**config.mk**
```make
export PLATFORM = sky130hd
export DESIGN_NAME = calendar_day_adder_top
export DESIGN_NICKNAME = d
export VERILOG_FILES = /design/src/sv/cda_pkg.sv /design/src/sv/cda_step.sv /design/src/sv/calendar_day_adder_top.sv
export SDC_FILE = /design/constraint.sdc
export NUM_CORES = 1
export LEC_CHECK = 0
export BUFFER_PORTS_ARGS = -buffer_cell sky130_fd_sc_hd__buf_2
export CELL_PAD_IN_SITES_DETAIL_PLACEMENT = 0
export CELL_PAD_IN_SITES_GLOBAL_PLACEMENT = 1
export CORE_MARGIN = 8
export CORE_UTILIZATION = 30
export CTS_BUF_LIST = sky130_fd_sc_hd__clkbuf_2 sky130_fd_sc_hd__clkbuf_4 sky130_fd_sc_hd__clkbuf_8
export DETAILED_ROUTE_END_ITERATION = 6
export GPL_ROUTABILITY_DRIVEN = 0
export MAX_ROUTING_LAYER = met4
export PLACE_DENSITY = 0.69
export SLEW_MARGIN = 5
export SYNTH_ARGS = -nofsm -noshare
export SYNTH_HDL_FRONTEND = slang
export SYNTH_SLANG_ARGS = --single-unit
```
**constraint.sdc**
```tcl
create_clock -name aclk -period 4.4 [get_ports aclk]
set_input_delay 0.22 -clock aclk [delete_from_list [all_inputs] [get_ports aclk]]
set_output_delay 0.22 -clock aclk [all_outputs]
set_load 0.01 [all_outputs]
```
**src/sv/cda_pkg.sv**
```systemverilog
package cda_pkg;

    localparam int YEAR_W        = 14;
    localparam int MONTH_W       = 4;
    localparam int DAY_W         = 5;
    localparam int COUNT_FIELD_W = 16;
    localparam int QUO_W         = 8;
    localparam int REM100_W      = 7;

    localparam int YEAR_LIMIT_DEF = 9999;
    localparam int COUNT_BITS_DEF = 16;

    // year / 100 as (year * 5243) >> 19, exact for 14-bit years
    localparam int DIV100_MUL_W = 13;
    localparam logic [DIV100_MUL_W-1:0] DIV100_MUL = 13'd5243;
    localparam int DIV100_SHIFT = 19;
    localparam int DIV100_PROD_W = YEAR_W + DIV100_MUL_W;

    localparam logic [YEAR_W-1:0]   CENTURY     = 14'd100;
    localparam logic [MONTH_W-1:0]  MONTH_JAN   = 4'd1;
    localparam logic [MONTH_W-1:0]  MONTH_FEB   = 4'd2;
    localparam logic [MONTH_W-1:0]  MONTH_DEC   = 4'd12;
    localparam logic [DAY_W-1:0]    DAY_FIRST   = 5'd1;
    localparam logic [DAY_W-1:0]    DAY_DEC_END = 5'd31;

    localparam logic OP_LOAD = 1'b0;
    localparam logic OP_ADD  = 1'b1;

    typedef struct packed {
        logic [YEAR_W-1:0]   year;
        logic [QUO_W-1:0]    quo;     // year / 100
        logic [REM100_W-1:0] rem100;  // year % 100
        logic [MONTH_W-1:0]  month;
        logic [DAY_W-1:0]    day;
    } date_t;

    function automatic logic is_leap(input logic [QUO_W-1:0] quo,
                                     input logic [REM100_W-1:0] rem100);
        logic by4;
        by4 = (rem100[1:0] == 2'd0);
        return by4 && ((rem100 != '0) || (quo[1:0] == 2'd0));
    endfunction

    function automatic logic [DAY_W-1:0] month_len(input logic [MONTH_W-1:0] month,
                                                   input logic leap);
        logic [DAY_W-1:0] len;
        case (month)
            4'd2:    len = leap ? 5'd29 : 5'd28;
            4'd4:    len = 5'd30;
            4'd6:    len = 5'd30;
            4'd9:    len = 5'd30;
            4'd11:   len = 5'd30;
            default: len = 5'd31;
        endcase
        return len;
    endfunction

endpackage

```
**src/sv/cda_step.sv**
```systemverilog
module cda_step
    import cda_pkg::*;
#(
    parameter int YEAR_LIMIT = YEAR_LIMIT_DEF,
    parameter int CNT_W      = COUNT_BITS_DEF
) (
    input  date_t              cur,
    input  logic [CNT_W-1:0]   rem,
    output date_t              nxt,
    output logic [CNT_W-1:0]   rem_next,
    output logic [DAY_W-1:0]   len,
    output logic               ovf
);

    logic             leap;
    logic [CNT_W:0]   end_day;
    logic             fits;
    logic [DAY_W-1:0] consumed;

    always_comb begin
        leap     = is_leap(cur.quo, cur.rem100);
        len      = month_len(cur.month, leap);
        end_day  = (CNT_W+1)'(cur.day) + (CNT_W+1)'(rem);
        fits     = (end_day <= (CNT_W+1)'(len));
        consumed = len - cur.day + DAY_FIRST;

        nxt      = cur;
        rem_next = '0;
        ovf      = 1'b0;
        if (fits) begin
            nxt.day = end_day[DAY_W-1:0];
        end else begin
            rem_next  = rem - CNT_W'(consumed);
            nxt.day   = DAY_FIRST;
            nxt.month = cur.month + MONTH_JAN;
            if (cur.month == MONTH_DEC) begin
                nxt.month = MONTH_JAN;
                if (cur.year >= YEAR_W'(YEAR_LIMIT)) begin
                    nxt.month = MONTH_DEC;
                    nxt.day   = DAY_DEC_END;
                    rem_next  = '0;
                    ovf       = 1'b1;
                end else begin
                    nxt.year = cur.year + YEAR_W'(1);
                    if (cur.rem100 == REM100_W'(99)) begin
                        nxt.rem100 = '0;
                        nxt.quo    = cur.quo + QUO_W'(1);
                    end else begin
                        nxt.rem100 = cur.rem100 + REM100_W'(1);
                    end
                end
            end
        end
    end

endmodule

```
**src/sv/calendar_day_adder_top.sv**
```systemverilog
// channel | ports                       | content
// input   | s_tvalid s_tready s_tdata   | tdata: load_year, load_month, load_day, day_count
//         | s_tuser                     | tuser: operation
// result  | m_tvalid m_tready m_tdata   | tdata: out_year, out_month, out_day
//         | m_tuser                     | tuser: overflow
// Load passes from accept through LDIV (divide-by-100 multiply), LREM (remainder),
// LFIN (day clamp) and DONE (output) to the result register. Add walks in ST_WALK one
// month per step of the shared step unit (the last, partial month included), up to
// about 2160 month steps for the largest count. One item at a time; s_tready is high
// only while idle. A held result does not block the next item, only the writing of the
// next result. Reset (synchronous, aresetn low) gives date 0001-01-01.
module calendar_day_adder_top
    import cda_pkg::*;
#(
    parameter int YEAR_LIMIT = YEAR_LIMIT_DEF,
    parameter int COUNT_BITS = COUNT_BITS_DEF
) (
    input  logic        aclk,
    input  logic        aresetn,
    input  logic        s_tvalid,
    output logic        s_tready,
    input  logic [39:0] s_tdata,   // load_year, load_month, load_day, day_count, pad
    input  logic        s_tuser,   // operation
    output logic        m_tvalid,
    input  logic        m_tready,
    output logic [23:0] m_tdata,   // out_year, out_month, out_day, pad
    output logic        m_tuser    // overflow
);

    localparam int CNT_W = (COUNT_BITS < COUNT_FIELD_W) ? COUNT_BITS : COUNT_FIELD_W;
    localparam int IN_MONTH_LSB = YEAR_W;
    localparam int IN_DAY_LSB   = IN_MONTH_LSB + MONTH_W;
    localparam int IN_CNT_LSB   = IN_DAY_LSB + DAY_W;

    typedef enum logic [5:0] {
        ST_IDLE = 6'b000001,
        ST_LDIV = 6'b000010,
        ST_LREM = 6'b000100,
        ST_LFIN = 6'b001000,
        ST_WALK = 6'b010000,
        ST_DONE = 6'b100000
    } state_t;

    state_t            state_reg, state_next;
    date_t             cur_reg, cur_next;
    logic [CNT_W-1:0]  rem_reg, rem_next;
    logic              ovf_reg, ovf_next;
    logic              m_valid_reg, m_valid_next;
    logic [23:0]       m_data_reg, m_data_next;
    logic              m_user_reg, m_user_next;

    date_t             step_nxt;
    logic [CNT_W-1:0]  step_rem;
    logic [DAY_W-1:0]  step_len;
    logic              step_ovf;

    logic [YEAR_W-1:0]        in_year;
    logic [MONTH_W-1:0]       in_month;
    logic [DAY_W-1:0]         in_day;
    logic [DIV100_PROD_W-1:0] div_prod;
    logic [YEAR_W-1:0]        cent_part;

    cda_step #(
        .YEAR_LIMIT (YEAR_LIMIT),
        .CNT_W      (CNT_W)
    ) u_step (
        .cur      (cur_reg),
        .rem      (rem_reg),
        .nxt      (step_nxt),
        .rem_next (step_rem),
        .len      (step_len),
        .ovf      (step_ovf)
    );

    assign s_tready = (state_reg == ST_IDLE);
    assign m_tvalid = m_valid_reg;
    assign m_tdata  = m_data_reg;
    assign m_tuser  = m_user_reg;

    always_comb begin
        in_year   = s_tdata[YEAR_W-1:0];
        in_month  = s_tdata[IN_MONTH_LSB +: MONTH_W];
        in_day    = s_tdata[IN_DAY_LSB +: DAY_W];
        div_prod  = DIV100_PROD_W'(cur_reg.year) * DIV100_PROD_W'(DIV100_MUL);
        cent_part = YEAR_W'(cur_reg.quo) * CENTURY;

        state_next   = state_reg;
        cur_next     = cur_reg;
        rem_next     = rem_reg;
        ovf_next     = ovf_reg;
        m_valid_next = m_valid_reg;
        m_data_next  = m_data_reg;
        m_user_next  = m_user_reg;

        if (m_valid_reg && m_tready) begin
            m_valid_next = 1'b0;
        end

        case (state_reg)
            ST_IDLE: begin
                if (s_tvalid) begin
                    ovf_next = 1'b0;
                    if (s_tuser == OP_LOAD) begin
                        cur_next.year = in_year;
                        if (in_year == '0) begin
                            cur_next.year = YEAR_W'(1);
                        end else if (in_year > YEAR_W'(YEAR_LIMIT)) begin
                            cur_next.year = YEAR_W'(YEAR_LIMIT);
                        end
                        cur_next.month = in_month;
                        if (in_month == '0) begin
                            cur_next.month = MONTH_JAN;
                        end else if (in_month > MONTH_DEC) begin
                            cur_next.month = MONTH_DEC;
                        end
                        cur_next.day = (in_day == '0) ? DAY_FIRST : in_day;
                        rem_next     = '0;
                        state_next   = ST_LDIV;
                    end else begin
                        rem_next   = s_tdata[IN_CNT_LSB +: CNT_W];
                        state_next = ST_WALK;
                    end
                end
            end
            ST_LDIV: begin
                cur_next.quo = div_prod[DIV100_SHIFT +: QUO_W];
                state_next   = ST_LREM;
            end
            ST_LREM: begin
                cur_next.rem100 = REM100_W'(cur_reg.year - cent_part);
                state_next      = ST_LFIN;
            end
            ST_LFIN: begin
                if (cur_reg.day > step_len) begin
                    cur_next.day = step_len;
                end
                state_next = ST_DONE;
            end
            ST_WALK: begin
                if (rem_reg == '0) begin
                    state_next = ST_DONE;
                end else begin
                    cur_next = step_nxt;
                    rem_next = step_rem;
                    if (step_ovf) begin
                        ovf_next = 1'b1;
                    end
                end
            end
            ST_DONE: begin
                if (!m_valid_reg || m_tready) begin
                    m_valid_next = 1'b1;
                    m_data_next  = {1'b0, cur_reg.day, cur_reg.month, cur_reg.year};
                    m_user_next  = ovf_reg;
                    state_next   = ST_IDLE;
                end
            end
            default: begin
                state_next = ST_IDLE;
            end
        endcase
    end

    always_ff @(posedge aclk) begin
        if (!aresetn) begin
            state_reg      <= ST_IDLE;
            cur_reg.year   <= YEAR_W'(1);
            cur_reg.quo    <= '0;
            cur_reg.rem100 <= REM100_W'(1);
            cur_reg.month  <= MONTH_JAN;
            cur_reg.day    <= DAY_FIRST;
            rem_reg        <= '0;
            ovf_reg        <= 1'b0;
            m_valid_reg    <= 1'b0;
        end else begin
            state_reg   <= state_next;
            cur_reg     <= cur_next;
            rem_reg     <= rem_next;
            ovf_reg     <= ovf_next;
            m_valid_reg <= m_valid_next;
        end
    end

    always_ff @(posedge aclk) begin
        m_data_reg <= m_data_next;
        m_user_reg <= m_user_next;
    end

endmodule
```
==> results.json, run 1 <==
{
  "status": "complete, but fails checks",
  "violations": "setup timing",
  "fmax_mhz": 222,
  "dr.pass1.iters": 5,
  "grt_pass1_vias": 7474,
  "final_cell_mix": "inv_1, ha_1, buf_4",
  "grtUsageTotal_pct": 15.0,
  "async_reset_ff_share_pct": 0,
  "ir_drop_mv": 0.330,
  "htreeDepth": 3,
  "viasPerCell": 5.00,
  "die-area_mm2": 0.0349,
  "ys_seq_area_share_pct": 21.8,
  "cap_violations": 0,
  "largest_reg_flops": 35,
  "pwr-share-clk_pct": 11.9,
  "p_per_area_mw_per_mm2": 568,
  "yosysUniqueCellTypes": 77,
  "pwr-share-seq_pct": 18.3,
  "crit_slowest_cell": "fa_1",
  "relSlewSlack_pct": 40.1,
  "port_buffers": 69,
  "synthCells": 973,
  "vias": 7501,
  "drv_slew": 0,
  "finalNetCount": 1354,
  "grt_first_pass_wirelength_mm": 40.8,
  "cp.arrival_ns": 4.80,
  "insertion_delay_ns": 0.39,
  "drt_wl_total_mm": 25.7,
  "fill_cells": 2962,
  "grt_max_degree": 37,
  "syn_nets": 1217,
  "die_width_um": 187,
  "rows": 62,
  "synth_edf_count": 24,
  "hold_path_class": "input pin to register",
  "synth.avg_cell_area_um2": 8.99,
  "antenna_found_initial": 0,
  "overflow": 0,
  "final_antenna_net_count": 0,
  "path_clk_slew_ns": 0.10,
  "p_switching_w": 0.00295,
  "final.min_clock_period_ns": 4.50,
  "synth-seq-cells": 83,
  "post-route-util_pct": 37.5,
  "finalClockSkew_ns": 0.00861,
  "post_drt_wl_per_cell_um": 17.1,
  "synth_area_leaders": "ha_1, fa_1, dfxtp_1",
  "path_class": "register to register",
  "cts_tree": "yes",
  "coreArea_mm2": 0.0287,
  "finalHoldViolCount": 0,
  "max_stage_delay_ns": 0.58,
  "die_y_um": 187,
  "power_leakage_nw": 5.01,
  "synth_area_mm2": 0.00874,
  "synthFlopType": "dfxtp_1",
  "drt_iter0_drc": 489,
  "ios": 72,
  "setup_slack_ns": -0.103,
  "cts_root_buf": "clkbuf_8",
  "path_cells": "buf_6 -> buf_12 -> ha_4 -> fa_1 -> fa_1 -> inv_1 -> fa_1 -> fa_1 -> inv_2 -> ha_4 -> nand2_4 -> nor3_4 -> a22oi_2 -> a21oi_2 -> nand4_1 -> a21oi_2 -> nor3_2 -> o31a_1",
  "cts_made_buffers": 9,
  "post-route-drc-count": 0,
  "cp-start-kind": "register",
  "fin_total_pwr_w": 0.00611,
  "post-route-period-util_pct": 102,
  "initial_core_util_pct": 30.5,
  "drive_gt1_share_pct": 23.3,
  "synth.largest_area_cell": "ha_1",
  "comb_power_share_pct": 69.7,
  "critPathRequiredTime_ns": 4.69,
  "cts_hold_buffers": 0,
  "clockBufferDepth": 2,
  "setup_viol": 3,
  "hpwlAfterDp_mm": 20.0,
  "clock_sinks": 83,
  "layout_commonest_cell": "inv_1",
  "crit_top_cell": "fa_1",
  "cp_max_fo": 4,
  "p_int_w": 0.00317,
  "critPathCaptureType": "register",
  "post-synth-top-area-fraction_pct": 19.0,
  "antenna_cells": 0,
  "area_delta_synth_final_pct": 23.1,
  "rsz0062_at_grt": "yes",
  "post-place-ws_ns": -0.319,
  "swShare_pct": 48.2,
  "tightest_slew_ns": 0.892,
  "yosysWarnings": 0
}
==> kinds of logic after synthesis <==
family | share of synthesized area [%]
AND/OR/NAND/NOR | 14.2
other | 0.0429
buffers and inverters | 8.79
multiplexers | 0.801
AO/OA/AOI/OAI | 16.7
flip-flops | 21.8
adder cells (fa/ha/maj) | 34.3
XOR/XNOR | 3.41
==> stage by stage <==
step                      cells  setup TNS, ns  hold slack, ns  cell area, um^2
after floorplan             973              0           0.299             8770
after global placement     1472         -0.841           0.416            10000
after detailed placement   1472          -1.22           0.417            10000
after CTS                  1494         -0.128        0.000639            10500
after global routing       1499          -1.05          0.0206            10800
final                      1499         -0.136          0.0152            10800
==> synthesized netlist by cell type (3+ instances only) <==
| cell | count |
|---|---|
| or3_1 | 3 |
| dfxtp_1 | 59 |
| a22oi_1 | 9 |
| and3_1 | 10 |
| mux2i_1 | 7 |
| nor2b_1 | 6 |
| xnor2_1 | 26 |
| nand3b_1 | 6 |
| o211ai_1 | 11 |
| a211o_1 | 5 |
| buf_2 | 11 |
| ha_1 | 133 |
| clkbuf_1 | 18 |
| o31ai_1 | 12 |
| nand3_1 | 31 |
| xor2_1 | 8 |
| edfxtp_1 | 24 |
| o22ai_1 | 11 |
| a211oi_1 | 13 |
| a222oi_1 | 7 |
| nor2_1 | 54 |
| or4_1 | 3 |
| inv_1 | 163 |
| fa_1 | 66 |
| a21o_1 | 7 |
| o21ai_1 | 4 |
| nand2_1 | 59 |
| o32ai_1 | 7 |
| a21boi_0 | 4 |
| or2_2 | 6 |
| o21a_1 | 7 |
| nand2b_1 | 8 |
| and2_1 | 3 |
| buf_4 | 3 |
| a31oi_1 | 4 |
| nand4_1 | 9 |
| nor3_1 | 14 |
| a21oi_1 | 56 |
| nor4_1 | 10 |
| o21ai_0 | 21 |
| o221ai_1 | 4 |
| a221oi_1 | 4 |
==> power groups by stage <==
stage / logic [W] / clock network, W / registers, W
4_1_cts: 0.00392 / 0.000754 / 0.00111
5_1_grt: 0.00483 / 0.000777 / 0.00114
2_1_floorplan: 0.00252 / 0 / 0.00109
3_5_place_dp: 0.00360 / 0 / 0.00113
3_3_place_gp: 0.00351 / 0 / 0.00113
6_report: 0.00426 / 0.000730 / 0.00112
==> worst paths after layout <==
path	end	slack, ns	startpoint	cells past startpoint
worst max-delay path	cur_reg[20]$_SDFFE_PN0P_	-0.10	cur_reg[34]$_SDFFE_PN0P_	18
worst max register to register	cur_reg[20]$_SDFFE_PN0P_	-0.10	cur_reg[34]$_SDFFE_PN0P_	18
worst min register to register	m_tuser$_DFFE_PP_	0.44	ovf_reg$_SDFFE_PN0P_	0
worst min-delay path	rem_reg[9]$_SDFFE_PN0P_	0.02	s_tdata[32]	3
==> critical path, delay by kind of cell, from the launching register on <==
family | cells | cell delay (ns)
AO/OA/AOI/OAI | 4 | 0.74
buffers and inverters | 4 | 0.35
flip-flops | 1 | 0.38
adder cells (fa/ha/maj) | 6 | 2.59
AND/OR/NAND/NOR | 4 | 0.36
==> layer usage <==
layer / vias to the layer above / GRT usage, % / wire (um) / part of all wire (%)
met2: 179 / 23.5 / 11600 / 45
met1: 3620 / 20.0 / 12500 / 49
met3: 25 / 2.01 / 1100 / 4.3
li1: 3677 / - / - / -
met5: - / - / 0 / 0
met4: 0 / 4.58 / 494 / 1.9
==> timing repair <==
action                                  CTS  global route
endpoints found under the setup margin    5            10
gates resized for setup                  34            35
pin swaps                                35            36
setup buffers                             7             7
==> area by class of cell <==
type                            count  area (um^2)  share of cell area, %
Multi-Input combinational cell    694         6410                   59.6
Sequential cell                    83         1940                   18.0
Timing Repair Buffer              159         1060                   9.87
Inverter                          163          616                   5.72
Tap cell                          384          480                   4.47
Clock buffer                        9          124                   1.15
Clock inverter                      7          124                   1.15
Power figures use the tool's default switching activity.
==> inputs of run 2 (changes only) <==
--- a/config.mk
+++ b/config.mk
@@ -14,7 +14,7 @@
 export DETAILED_ROUTE_END_ITERATION = 6
 export GPL_ROUTABILITY_DRIVEN = 0
 export MAX_ROUTING_LAYER = met4
-export PLACE_DENSITY = 0.69
+export PLACE_DENSITY = 0.67
 export SLEW_MARGIN = 5
 export SYNTH_ARGS = -nofsm -noshare
 export SYNTH_HDL_FRONTEND = slang
==> constraint.sdc (replaced) <==
create_clock -name aclk -period 5.1 [get_ports aclk]
set_input_delay 0.255 -clock aclk [delete_from_list [all_inputs] [get_ports aclk]]
set_output_delay 0.255 -clock aclk [all_outputs]
set_load 0.01 [all_outputs]
==> run 2 against run 1 <==
Effect of this change:
- the run now ends clean
- first-iteration DRC count down 11%
- worst setup slack better by 0.38 ns
- maximum frequency down 6.7%
- cell count down 3.9%
- die area unchanged
- critical path depth up 1
- global-route usage down 0.55 points
- sequential share of layout area up 1.3 points
- clock power down 36%
- non-clock buffer count down 59
- sequential power down 14%
- register-to-register slack better by 0.38 ns
==> results.json, run 2 (synthesized netlist as in run 1, its figures left out) <==
{
  "post-place-ws_ns": 0.215,
  "largest_reg_flops": 35,
  "post-route-util_pct": 34.3,
  "overflow": 0,
  "place_area_mm2": 0.00965,
  "cts_hold_buffers": 0,
  "viasPerCell": 4.90,
  "post_drt_wl_per_cell_um": 16.6,
  "worstHoldStart": "s_tdata[28]",
  "dr.pass1.iters": 5,
  "power_leakage_nw": 4.63,
  "die_width_um": 187,
  "clock_sinks": 83,
  "final_antenna_net_count": 0,
  "cp_max_fo": 5,
  "setup_viol": 0,
  "grt_pass1_vias": 7225,
  "finalClockSkew_ns": 0.0147,
  "path_clk_slew_ns": 0.10,
  "drt_wl_total_mm": 24.0,
  "area_delta_synth_final_pct": 12.5,
  "r2r-start": "cur_reg[29]$_SDFFE_PN0P_",
  "fill_cells": 3069,
  "coreArea_mm2": 0.0287,
  "cts_tree": "yes",
  "multi_input_area_mm2": 0.00609,
  "grt_max_degree": 37,
  "grt_first_pass_wirelength_mm": 40.4,
  "die-area_mm2": 0.0349,
  "initial_core_util_pct": 30.5,
  "post-route-drc-count": 0,
  "cp-start-kind": "register",
  "relSlewSlack_pct": 28.6,
  "critPathRequiredTime_ns": 5.38,
  "worst_path_dominant_cell_family": "adder cells",
  "status": "finished clean",
  "final.min_clock_period_ns": 4.83,
  "critPathCaptureType": "register",
  "clockBufferDepth": 2,
  "drt_iter0_drc": 433,
  "drv_slew": 0,
  "cp.arrival_ns": 5.11,
  "die_y_um": 187,
  "layout_commonest_cell": "inv_1",
  "final_cell_mix": "inv_1, ha_1, buf_2",
  "seq_area_mm2": 0.00190,
  "ir_drop_mv": 0.145,
  "critPathBufInv": 5,
  "finalNetCount": 1295,
  "crit_slowest_cell": "fa_1",
  "rows": 62,
  "fin_total_pwr_w": 0.00433,
  "cts_made_buffers": 9,
  "cp-startpoint": "cur_reg[29]$_SDFFE_PN0P_",
  "antenna_cells": 0,
  "drive_gt1_share_pct": 13.1,
  "grtUsageTotal_pct": 14.5,
  "ios": 72,
  "setup_slack_ns": 0.274,
  "cap_violations": 0,
  "antenna_found_initial": 0,
  "post-route-period-util_pct": 94.6,
  "fin_area_mm2": 0.00984,
  "fmax_mhz": 207,
  "hold_path_class": "input pin to register",
  "path_class": "register to register",
  "htreeDepth": 3,
  "p_per_area_mw_per_mm2": 440,
  "hpwlAfterDp_mm": 18.9,
  "port_buffers": 69,
  "insertion_delay_ns": 0.38,
  "path_cells": "inv_1 -> fa_1 -> inv_1 -> ha_1 -> fa_1 -> fa_1 -> inv_1 -> fa_1 -> inv_1 -> ha_1 -> a21oi_1 -> nor2_1 -> nor4b_2 -> a21oi_1 -> buf_4 -> a21oi_1 -> xnor2_1 -> a32oi_1 -> o31ai_1",
  "finalHoldViolCount": 0,
  "placed_cells": 1424,
  "tightest_slew_ns": 1.07,
  "cts_root_buf": "clkbuf_8",
  "vias": 7057,
  "max_stage_delay_ns": 0.55,
  "regToRegSetupSlack_ns": 0.27,
  "fin_cells": 1440
}
run 2: path summary, 6_finish.rpt:
| check | end | cells after the start |
|---|---|---|
| setup / recovery | cur_reg[18]$_SDFFE_PN0P_ | 19 |
| hold / removal | rem_reg[5]$_SDFFE_PN0P_ | 3 |
| setup reg to reg | cur_reg[18]$_SDFFE_PN0P_ | 19 |
| hold reg to reg | m_tuser$_DFFE_PP_ | 0 |
run 2: final cells by class:
cell class | instances | share of cell area [%]
Timing Repair Buffer | 100 | 5.88
Sequential cell | 83 | 19.3
Clock buffer | 9 | 1.26
Tap cell | 384 | 4.88
Multi-Input combinational cell | 694 | 61.9
Inverter | 163 | 6.22
Clock inverter | 7 | 0.534
run 2: per-stage QoR:
step           TNS, ns  hold slack [ns]
6_report             0           0.0742
3_3_place_gp         0            0.469
3_5_place_dp         0            0.468
4_1_cts              0           0.0535
5_1_grt        -0.0169           0.0755
2_1_floorplan        0            0.334
run 2: power by group:
part | internal [W] | leakage [nW] | total [W] | switching (W)
clock | 0.000179 | 0.0795 | 0.000465 | 0.000286
sequential | 0.000795 | 0.699 | 0.000960 | 0.000165
combinational | 0.00118 | 3.85 | 0.00290 | 0.00172
run 2: worst register-to-register path: cells and delay by family (launching register included):
family | cells | cell delay [ns]
and+or+nand+nor | 2 | 0.34
adders and majority gates | 6 | 2.58
buffers and inverters | 5 | 0.47
AOI/OAI and AO/OA | 5 | 0.73
xor gates and xnor gates | 1 | 0.13
DFF | 1 | 0.47
run 2: layer usage:
metal / GRT usage, % / wire length [um] / vias to the layer above
met5: - / 0 / -
met2: 22.1 / 10800 / 106
li1: - / - / 3552
met4: 2.20 / 140 / 0
met3: 1.90 / 807 / 8
met1: 20.5 / 12200 / 3391
run 2: what timing repair did:
action                     in CTS  in global routing
gates resized for setup         0                  4
buffers inserted                0                  0
setup endpoints to repair       0                  5
==> inputs of run 3 (changes only) <==
--- a/config.mk
+++ b/config.mk
@@ -5,16 +5,18 @@
 export SDC_FILE = /design/constraint.sdc
 export NUM_CORES = 1
 export LEC_CHECK = 0
+export ABC_CLOCK_PERIOD_IN_PS = 5100
 export BUFFER_PORTS_ARGS = -buffer_cell sky130_fd_sc_hd__buf_2
 export CELL_PAD_IN_SITES_DETAIL_PLACEMENT = 0
 export CELL_PAD_IN_SITES_GLOBAL_PLACEMENT = 1
+export CORE_ASPECT_RATIO = 1.2
 export CORE_MARGIN = 8
-export CORE_UTILIZATION = 30
+export CORE_UTILIZATION = 45
 export CTS_BUF_LIST = sky130_fd_sc_hd__clkbuf_2 sky130_fd_sc_hd__clkbuf_4 sky130_fd_sc_hd__clkbuf_8
 export DETAILED_ROUTE_END_ITERATION = 6
 export GPL_ROUTABILITY_DRIVEN = 0
 export MAX_ROUTING_LAYER = met4
-export PLACE_DENSITY = 0.67
+export PLACE_DENSITY = 0.89
 export SLEW_MARGIN = 5
 export SYNTH_ARGS = -nofsm -noshare
 export SYNTH_HDL_FRONTEND = slang
==> run 3 against run 2 <==
Effect of this change:
- cell count down 8.9%
- routed wire length shrank 10%
- hold slack better by 0.0037 ns
- cell area fell by 1.7%
- worst setup slack worse by 0.075 ns
- first-iteration DRC count shrank 15%
- sequential share of layout area up 0.33 points
- total power is 0.20% lower
- die area shrank 31%
- flip-flop and latch count did not move
- sequential power increased by 0.5%
- register-to-register slack worse by 0.08 ns
==> results.json, run 3 (synthesized netlist as in run 1, its figures left out) <==
{
  "port_buffers": 69,
  "post-route-drc-count": 0,
  "grt_pass1_vias": 7268,
  "area_delta_synth_final_pct": 10.6,
  "post-route-util_pct": 50.0,
  "die_width_um": 143,
  "grt_max_degree": 37,
  "fill_cells": 1878,
  "antenna_cells": 0,
  "status": "finished clean",
  "regToRegSetupSlack_ns": 0.20,
  "fin_tns_setup_ns": 0,
  "drive_gt1_share_pct": 12.7,
  "cp_max_fo": 6,
  "seq_area_mm2": 0.00190,
  "die_y_um": 169,
  "final_cell_mix": "inv_1, ha_1, buf_2",
  "coreArea_mm2": 0.0193,
  "fmax_mhz": 204,
  "post-route-period-util_pct": 96.1,
  "cp-start-kind": "register",
  "rows": 56,
  "multi_input_area_mm2": 0.00609,
  "finalHoldViolCount": 0,
  "critPathRequiredTime_ns": 5.36,
  "path_clk_slew_ns": 0.09,
  "dr.pass1.iters": 6,
  "post_drt_wl_per_cell_um": 16.4,
  "htreeDepth": 3,
  "finalClockSkew_ns": 0.0206,
  "drt_wl_total_mm": 21.5,
  "initial_core_util_pct": 45.2,
  "hold_path_class": "input pin to register",
  "vias": 7166,
  "grt_first_pass_wirelength_mm": 35.6,
  "clockBufferDepth": 2,
  "critPathCaptureType": "register",
  "rsz0062_at_grt": "yes",
  "grtUsageTotal_pct": 18.8,
  "final.min_clock_period_ns": 4.90,
  "overflow": 0,
  "ios": 72,
  "insertion_delay_ns": 0.37,
  "setup_slack_ns": 0.199,
  "layout_commonest_cell": "inv_1",
  "setup_viol": 0,
  "relSlewSlack_pct": 37.0,
  "path_class": "register to register",
  "p_per_area_mw_per_mm2": 447,
  "largest_reg_flops": 35,
  "post-place-ws_ns": 0.0478,
  "viasPerCell": 5.46,
  "fin_area_mm2": 0.00967,
  "power_leakage_nw": 4.62,
  "antenna_found_initial": 0,
  "cts_setup_buffers": 0,
  "drt_iter0_drc": 370,
  "hpwlAfterDp_mm": 17.5,
  "cts_tree": "yes",
  "ir_drop_mv": 0.240,
  "cp.arrival_ns": 5.16,
  "drv_slew": 0,
  "cap_violations": 0,
  "final_antenna_net_count": 0,
  "cts_root_buf": "clkbuf_8",
  "clock_sinks": 83,
  "die-area_mm2": 0.0242,
  "place_area_mm2": 0.00946,
  "finalNetCount": 1290,
  "tightest_slew_ns": 0.945,
  "holdWs_ns": 0.0780,
  "cts_made_buffers": 9
}
-- run 3: per-stage QoR --
stage	std cells	power (W)
after floorplan	973	0.00311
after global placement	1296	0.00379
after detailed placement	1296	0.00383
after CTS	1312	0.00437
after global routing	1312	0.00488
final	1312	0.00432
-- run 3: repair_timing --
| action | in CTS | in global routing |
|---|---|---|
| hold buffers | 0 | 0 |
| endpoints found under the setup margin | 0 | 5 |
| gates resized for setup | 0 | 4 |
-- run 3: final cells by class --
type | count | share of cell area [%]
Clock buffer | 11 | 1.44
Sequential cell | 83 | 19.7
Multi-Input combinational cell | 694 | 62.9
Timing Repair Buffer | 95 | 5.59
Tap cell | 261 | 3.38
Clock inverter | 5 | 0.647
Inverter | 163 | 6.33
-- run 3: power breakdown --
part | internal (W) | total, W | switching, W
clock network | 0.000240 | 0.000497 | 0.000257
registers | 0.000795 | 0.000965 | 0.000170
logic | 0.00117 | 0.00286 | 0.00168
total | 0.00221 | 0.00432 | 0.00211
-- run 3: final timing paths --
path / start / to / cells past startpoint
setup / recovery: cur_reg[36]$_SDFFE_PN0P_ / cur_reg[20]$_SDFFE_PN0P_ / 18
hold / removal: s_tdata[28] / rem_reg[5]$_SDFFE_PN0P_ / 3
setup reg to reg: cur_reg[36]$_SDFFE_PN0P_ / cur_reg[20]$_SDFFE_PN0P_ / 18
hold reg to reg: ovf_reg$_SDFFE_PN0P_ / m_tuser$_DFFE_PP_ / 0
-- run 3: layer usage --
metal  global-route usage, %  wire length (um)
met2                    33.4             11200
met4                    7.38               690
met1                    21.6              8790
met3                    1.58               743
met5                       -                 0
-- run 3: critical path, stage by stage, from the launching register on --
cell and delay [ns]:
dfxtp_1 0.49, fa_1 0.48, ha_1 0.29, inv_1 0.04, fa_1 0.48, inv_1 0.06
fa_1 0.53, inv_1 0.06, fa_1 0.55, inv_1 0.05, ha_1 0.29, a21oi_1 0.15
o21ai_1 0.12, nor4b_1 0.40, a21oi_2 0.18, nand4_1 0.14, and3_1 0.16, nor3_1 0.04
o31a_1 0.29
